### config.mk
export PLATFORM = sky130hd
export DESIGN_NAME = arm_instruction_decoder_unit
export DESIGN_NICKNAME = d
export VERILOG_FILES = /design/src/rtl/core/aid_pkg.sv /design/src/rtl/core/arm_instruction_decoder_unit.sv
export SDC_FILE = /design/constraint.sdc
export NUM_CORES = 1
export LEC_CHECK = 0
export BUFFER_PORTS_ARGS = -buffer_cell sky130_fd_sc_hd__buf_2
export CAP_MARGIN = 20
export CORE_UTILIZATION = 45
export DETAILED_ROUTE_END_ITERATION = 10
export GPL_TIMING_DRIVEN = 0
export PLACE_DENSITY = 0.67
export SETUP_SLACK_MARGIN = 0.1
export SYNTH_ARGS = -nofsm -noshare
export SYNTH_HDL_FRONTEND = slang
export SYNTH_SLANG_ARGS = --single-unit
export TNS_END_PERCENT = 100
### constraint.sdc
create_clock -name clk -period 6.75 [get_ports clk]
set_clock_uncertainty 0.1 [all_clocks]
set_input_delay 1.0125 -clock clk [delete_from_list [all_inputs] [get_ports clk]]
set_output_delay 1.0125 -clock clk [all_outputs]
set_load 0.01 [all_outputs]
### src/rtl/core/aid_pkg.sv
`timescale 1ns / 1ps
// Package for the ARM instruction decoder: class, sub-operation and shift codes,
// mode flag positions and the decoded result record. No dependencies.

package aid_pkg;

	localparam logic [2:0] CLS_COPROC = 3'd0;
	localparam logic [2:0] CLS_BRANCH = 3'd1;
	localparam logic [2:0] CLS_LDST   = 3'd2;
	localparam logic [2:0] CLS_BLOCK  = 3'd3;
	localparam logic [2:0] CLS_MUL    = 3'd4;
	localparam logic [2:0] CLS_ALU    = 3'd5;

	localparam logic [3:0] CP_CDP = 4'd0;
	localparam logic [3:0] CP_MCR = 4'd1;
	localparam logic [3:0] CP_MRC = 4'd2;

	localparam logic [3:0] MUL_MUL = 4'd0;
	localparam logic [3:0] MUL_MLA = 4'd1;

	localparam logic [3:0] ALU_MOV = 4'd13;
	localparam logic [3:0] ALU_MVN = 4'd15;

	localparam logic [2:0] SHK_PLAIN = 3'd0;
	localparam logic [2:0] SHK_LSL   = 3'd1;
	localparam logic [2:0] SHK_LSR   = 3'd2;
	localparam logic [2:0] SHK_ASR   = 3'd3;
	localparam logic [2:0] SHK_ROR   = 3'd4;
	localparam logic [2:0] SHK_RRX   = 3'd5;

	localparam int FLG_S    = 0;
	localparam int FLG_LINK = 1;
	localparam int FLG_LOAD = 2;
	localparam int FLG_BYTE = 3;
	localparam int FLG_PRE  = 4;
	localparam int FLG_UP   = 5;
	localparam int FLG_WB   = 6;
	localparam int FLG_PSR  = 7;
	localparam int FLG_IMM  = 8;
	localparam int FLG_SREG = 9;

	typedef struct packed {
		logic        recognized;
		logic [2:0]  instr_class;
		logic [3:0]  cond_code;
		logic [3:0]  sub_op;
		logic [9:0]  mode_flags;
		logic [3:0]  reg_dest;
		logic [3:0]  reg_base;
		logic [3:0]  reg_operand;
		logic [3:0]  reg_shift;
		logic [31:0] operand_value;
		logic [2:0]  shift_kind;
		logic [4:0]  shift_amount;
	} dec_t;

endpackage

### src/rtl/core/arm_instruction_decoder_unit.sv
`timescale 1ns / 1ps
// Top level of the ARM instruction decoder: input register, decode logic and result register.
// Depends on aid_pkg for codes and the decoded result record.
//
// Channel  Direction  Handshake            Payload
// in       sink       in_valid / in_ready  instr_address, instr_word
// out      source     out_valid/out_ready  recognized ... shift_amount
//
// Each beat passes through two registers: it is captured on input and its decoded
// result is then registered, giving a throughput of one beat per cycle while the
// output is not stalled. A stall on the output holds both stages; the input stage
// still takes a beat whenever it is empty or moving. Reset clears both stages at once,
// without a clock edge, and a beat can be taken as soon as reset is released.

module arm_instruction_decoder_unit
	import aid_pkg::*;
(
	input  logic        clk,
	input  logic        arst_n,
	input  logic        in_valid,
	output logic        in_ready,
	input  logic [31:0] instr_address,
	input  logic [31:0] instr_word,
	output logic        out_valid,
	input  logic        out_ready,
	output logic        recognized,
	output logic [2:0]  instr_class,
	output logic [3:0]  cond_code,
	output logic [3:0]  sub_op,
	output logic [9:0]  mode_flags,
	output logic [3:0]  reg_dest,
	output logic [3:0]  reg_base,
	output logic [3:0]  reg_operand,
	output logic [3:0]  reg_shift,
	output logic [31:0] operand_value,
	output logic [2:0]  shift_kind,
	output logic [4:0]  shift_amount
);

	logic        vld_s1;
	logic        vld_s2;
	logic [31:0] addr_s1;
	logic [31:0] word_s1;
	dec_t        res_s2;
	dec_t        dec;
	logic        adv_s1;

	assign adv_s1   = !vld_s2 || out_ready;
	assign in_ready = !vld_s1 || adv_s1;

	always_ff @(posedge clk or negedge arst_n) begin
		if (!arst_n) begin
			vld_s1 <= 1'b0;
			vld_s2 <= 1'b0;
		end else begin
			if (in_ready) begin
				vld_s1 <= in_valid;
			end
			if (adv_s1) begin
				vld_s2 <= vld_s1;
			end
		end
	end

	always_ff @(posedge clk) begin
		if (in_ready && in_valid) begin
			addr_s1 <= instr_address;
			word_s1 <= instr_word;
		end
		if (adv_s1 && vld_s1) begin
			res_s2 <= dec;
		end
	end

	logic [31:0] w;
	logic [23:0] boff;
	logic [63:0] rot_wide;
	logic [4:0]  rot_amt;
	logic [2:0]  ishk;
	logic [4:0]  isha;
	logic [3:0]  op;
	logic        cmp_op;
	logic        alu_bad;

	assign w        = word_s1;
	assign boff     = w[23:0];
	assign rot_amt  = {w[11:8], 1'b0};
	assign rot_wide = {24'd0, w[7:0], 24'd0, w[7:0]} >> rot_amt;
	assign op       = w[24:21];
	assign cmp_op   = (op[3:2] == 2'b10);
	assign alu_bad  = (!w[25] && w[4] && w[7]) || (cmp_op && !w[20]);

	// Immediate shift: lsl #0 means no shift, ror #0 means rrx.
	always_comb begin
		if (w[11:7] == 5'd0 && w[6:5] == 2'd0) begin
			ishk = SHK_PLAIN;
		end else if (w[11:7] == 5'd0 && w[6:5] == 2'd3) begin
			ishk = SHK_RRX;
		end else begin
			ishk = {1'b0, w[6:5]} + 3'd1;
		end
		isha = w[11:7];
	end

	always_comb begin
		dec = '0;
		if (w[27:24] == 4'he) begin
			dec.recognized  = 1'b1;
			dec.instr_class = CLS_COPROC;
			dec.reg_dest    = w[15:12];
			dec.reg_base    = w[19:16];
			dec.reg_operand = w[3:0];
			if (w[4]) begin
				dec.sub_op        = w[20] ? CP_MRC : CP_MCR;
				dec.operand_value = {21'd0, w[7:5], 1'b0, w[23:21], w[11:8]};
			end else begin
				dec.sub_op        = CP_CDP;
				dec.operand_value = {21'd0, w[7:5], w[23:20], w[11:8]};
			end
		end else if (w[27:25] == 3'b101) begin
			dec.recognized          = 1'b1;
			dec.instr_class         = CLS_BRANCH;
			dec.mode_flags[FLG_LINK] = w[24];
			dec.operand_value = addr_s1 + 32'd8 + {{6{boff[23]}}, boff, 2'b00};
		end else if (w[27:26] == 2'b01) begin
			if (!(w[25] && w[4])) begin
				dec.recognized           = 1'b1;
				dec.instr_class          = CLS_LDST;
				dec.mode_flags[FLG_LOAD] = w[20];
				dec.mode_flags[FLG_BYTE] = w[22];
				dec.mode_flags[FLG_PRE]  = w[24];
				dec.mode_flags[FLG_UP]   = w[23];
				dec.mode_flags[FLG_WB]   = w[21];
				dec.reg_dest             = w[15:12];
				dec.reg_base             = w[19:16];
				if (w[25]) begin
					dec.reg_operand  = w[3:0];
					dec.shift_kind   = ishk;
					dec.shift_amount = isha;
				end else begin
					dec.mode_flags[FLG_IMM] = 1'b1;
					dec.operand_value       = {20'd0, w[11:0]};
				end
			end
		end else if (w[27:25] == 3'b100) begin
			dec.recognized           = 1'b1;
			dec.instr_class          = CLS_BLOCK;
			dec.mode_flags[FLG_LOAD] = w[20];
			dec.mode_flags[FLG_PRE]  = w[24];
			dec.mode_flags[FLG_UP]   = w[23];
			dec.mode_flags[FLG_PSR]  = w[22];
			dec.mode_flags[FLG_WB]   = w[21];
			dec.reg_base             = w[19:16];
			dec.operand_value        = {16'd0, w[15:0]};
		end else if (w[27:22] == 6'd0 && w[7:4] == 4'b1001) begin
			dec.recognized        = 1'b1;
			dec.instr_class       = CLS_MUL;
			dec.sub_op            = w[21] ? MUL_MLA : MUL_MUL;
			dec.mode_flags[FLG_S] = w[20];
			dec.reg_dest          = w[19:16];
			dec.reg_base          = w[21] ? w[15:12] : 4'd0;
			dec.reg_operand       = w[3:0];
			dec.reg_shift         = w[11:8];
		end else if (w[27:26] == 2'b00) begin
			if (!alu_bad) begin
				dec.recognized        = 1'b1;
				dec.instr_class       = CLS_ALU;
				dec.sub_op            = op;
				dec.mode_flags[FLG_S] = w[20];
				dec.reg_dest          = w[15:12];
				dec.reg_base          = (op == ALU_MOV || op == ALU_MVN) ? 4'd0 : w[19:16];
				if (w[25]) begin
					dec.mode_flags[FLG_IMM] = 1'b1;
					dec.operand_value       = rot_wide[31:0];
				end else if (w[4]) begin
					dec.mode_flags[FLG_SREG] = 1'b1;
					dec.reg_operand          = w[3:0];
					dec.reg_shift            = w[11:8];
					dec.shift_kind           = {1'b0, w[6:5]} + 3'd1;
				end else begin
					dec.reg_operand  = w[3:0];
					dec.shift_kind   = ishk;
					dec.shift_amount = isha;
				end
			end
		end
		dec.cond_code = dec.recognized ? w[31:28] : 4'd0;
	end

	assign out_valid     = vld_s2;
	assign recognized    = res_s2.recognized;
	assign instr_class   = res_s2.instr_class;
	assign cond_code     = res_s2.cond_code;
	assign sub_op        = res_s2.sub_op;
	assign mode_flags    = res_s2.mode_flags;
	assign reg_dest      = res_s2.reg_dest;
	assign reg_base      = res_s2.reg_base;
	assign reg_operand   = res_s2.reg_operand;
	assign reg_shift     = res_s2.reg_shift;
	assign operand_value = res_s2.operand_value;
	assign shift_kind    = res_s2.shift_kind;
	assign shift_amount  = res_s2.shift_amount;

	a_idle_ready: assert property (@(posedge clk) disable iff (!arst_n)
		!vld_s1 |-> in_ready)
		else $error("Input stage empty but not ready.");

	a_unrec_zero: assert property (@(posedge clk) disable iff (!arst_n)
		(out_valid && !recognized) |->
		(instr_class == 3'd0 && mode_flags == 10'd0 && operand_value == 32'd0 &&
		 cond_code == 4'd0 && shift_kind == 3'd0))
		else $error("Unrecognised beat carries non-zero fields.");

	a_class_range: assert property (@(posedge clk) disable iff (!arst_n)
		out_valid |-> (instr_class <= CLS_ALU && shift_kind <= SHK_RRX))
		else $error("Class or shift kind code out of range.");

	a_flow: assert property (@(posedge clk) disable iff (!arst_n)
		(vld_s1 && adv_s1) |=> vld_s2)
		else $error("Beat lost between stages.");

	a_coproc_flags: assert property (@(posedge clk) disable iff (!arst_n)
		(out_valid && recognized && instr_class == CLS_COPROC) |-> mode_flags == 10'd0)
		else $error("Coprocessor beat with mode flags set.");

endmodule
==> metrics.yaml <==
critical_path:
  cpPeakStageDelay_ns: 0.53
  cp-end-kind: "register"
  worst_setup_path_start_kind: "register"
  crit_type: "register to register"
  path_delay_family: "compound AO/OA/AOI/OAI gates"
  crit_chain: "ha_1, ha_1, clkbuf_1, a21oi_1, nor2_1, a211oi_1, a21oi_1, nor2_1, o32ai_1, a311o_1"
  critPathMaxFanout: 8
  critical_path.slowest_cell: "edfxtp_1"
  critPathRequiredTime_ns: 6.81
  cp.arrival_ns: 3.64
  timing.critical_path.buf_inv: 1
cts:
  cts_root_buf: "clkbuf_16"
  path_clk_slew_ns: 0.06
  h-tree-depth: 4
  cts_resized: 0
  cts_buffers: 17
  hold_buffers: 0
  cts_buffer_depth: 2
  clkLatencyLatePin_ns: 0.42
  cts_tree: "done"
  post_cts_buffers: 0
  cts.sinks: 144
sta:
  hold_viol: 0
  finalSetupViolations: 0
  finalMaxSlewViolations: 0
  worstMarginPinSlew_ns: 0.851
  period_share: 0.531
  layout_setup_ws_ns: 3.17
  setup_tns_ns: 0
  max_freq_mhz: 279
  slew_headroom: 0.433
  rsz0062_at_grt: "no"
  min_period_ns: 3.58
yosys:
  synth_seq_cells: 144
  yosysSeqAreaShare: 0.546
  netlist_area_sq_mm: 0.00790
  synth_ff_type: "edfxtp_1"
  synth_top_cell_by_area: "edfxtp_1"
  synthArstFlopShare: 0.0139
  synthTopCellsByCount: "edfxtp_1, nand2_1, ha_1"
  ys_warn_count: 0
  synth_top_area_frac: 0.539
  yosysMostFrequentCell: "edfxtp_1"
  synth_nets: 805
  synth.distinct_cells: 77
  synth_edf_count: 142
  synthTopCellsByArea: "edfxtp_1, ha_1, nand2_1"
  avgSynthCellArea_sq_um: 11.7
  synth_cells: 678
global_routing:
  grt_pass1_vias: 5680
  antenna_found_initial: 0
  grt_start_max_net_pins: 74
  groute.usage.overall: 0.230
  overflow: 0
  grt_pass1_wl_um: 30800
detailed_routing:
  drt_iter0_drc: 567
  drcViolationCount: 0
  wirelength_um: 20100
  postRouteAntennaNets: 0
  drt-pass1-iter-count: 5
  vias: 6077
  routedWlPerCell_um: 18.6
  routed_via_density: 5.61
run_status:
  status: "completed"
floorplanning:
  die_width_um: 135
  io_pins: 148
  dieHeight_um: 135
  fp.dieArea_sq_mm: 0.0181
  core-area_sq_mm: 0.0172
  initial_utilization: 0.459
  fp-row-count: 48
place:
  pre_cts_slack_ns: 3.27
  dp_cells: 1051
  dp_hpwl_um: 15100
  gp_congestion: 0.949
  port-buffer-count: 147
power_and_ir_drop:
  ir_drop_mv: 0.169
  power.density_mw_per_mm2: 271
  p_leak_uw: 0.00395
  total_power_uw: 2590
cells_and_area:
  syn_to_final_growth_pct: 21.1
  final_nets: 972
  n_antenna_cell: 0
  fin_cells: 1083
  drive_gt1_frac: 0.248
job:
  cap_viol_max_count: 0
worst_hold_path:
  hp-class: "primary input to asynchronous set/reset pin"
==> final timing paths <==
path	startpoint	end	slack, ns	cells past startpoint
worst min register to register	vld_s1	out_valid	0.39	1
worst max-delay path	w[20]	operand_value[29]	3.17	10
worst min-delay path	arst_n	vld_s1	0.26	1
worst max register to register	w[20]	operand_value[29]	3.17	10
max in group asynchronous	arst_n	out_valid	6.19	1
min in group clk	vld_s1	out_valid	0.39	1
==> power by group <==
part	internal, uW	total (uW)	switching, uW
Clock	619	985	366
Combinational	195	501	307
Sequential	1070	1100	34.0
==> routing by layer <==
| layer | global-route usage | up-vias | share of wire |
|---|---|---|---|
| li1 | - | 2915 | - |
| met1 | 0.323 | 2878 | 0.44 |
| met2 | 0.358 | 255 | 0.46 |
| met3 | 0.0458 | 29 | 0.077 |
| met4 | 0.0780 | 0 | 0.020 |
| met5 | 0 | - | 0 |
==> layout make-up <==
cell class,count,area (sq um)
Timing Repair Buffer,148,763
Buffer,30,125
Clock inverter,13,185
Clock buffer,19,433
Tap cell,225,282
Sequential cell,144,4310
Fill cell,1514,7660
Multi-Input combinational cell,492,3420
Inverter,12,45.0
==> layout by cell type, fill, tap and decap left out, types with 9 or more instances in the layout <==
cell type / n
nand2_1: 61
edfxtp_1: 142
a22o_1: 9
inv_1: 11
clkbuf_16: 17
a31oi_1: 10
a21oi_1: 44
xnor2_1: 14
a21o_1: 16
xor2_1: 10
o21ai_0: 29
and2_1: 24
o21ai_1: 11
o22ai_1: 14
and3_1: 12
ha_1: 58
clkbuf_1: 23
nand3_1: 17
buf_2: 151
nor2_1: 53
==> registers in the layout, indices dropped and copies added, names as in the netlist, 5 cells and up <==
register / cells
shift_amount: 5
w: 32
operand_value: 32
addr_s1: 32
mode_flags: 10
==> cells by family (layout without fill, tap and decap cells) <==
logic type | count (synthesis) | after routing | share of synthesized area
flops | 144 | 144 | 0.546
mux | 7 | 7 | 0.00918
xor+xnor | 24 | 24 | 0.0266
fa+ha+maj | 59 | 59 | 0.0943
buf+inv | 42 | 222 | 0.0215
compound gates | 187 | 187 | 0.161
simple gates | 215 | 215 | 0.142
==> through the flow <==
step	hold slack (ns)	util	cell area (sq um)
floorplan	0.349	-	7900
global placement	0.372	0.518	8920
detailed placement	0.386	0.519	8950
CTS	0.253	0.555	9570
global route	0.254	0.555	9570
finish	0.264	0.555	9570
(Power assumes the default switching activity.)
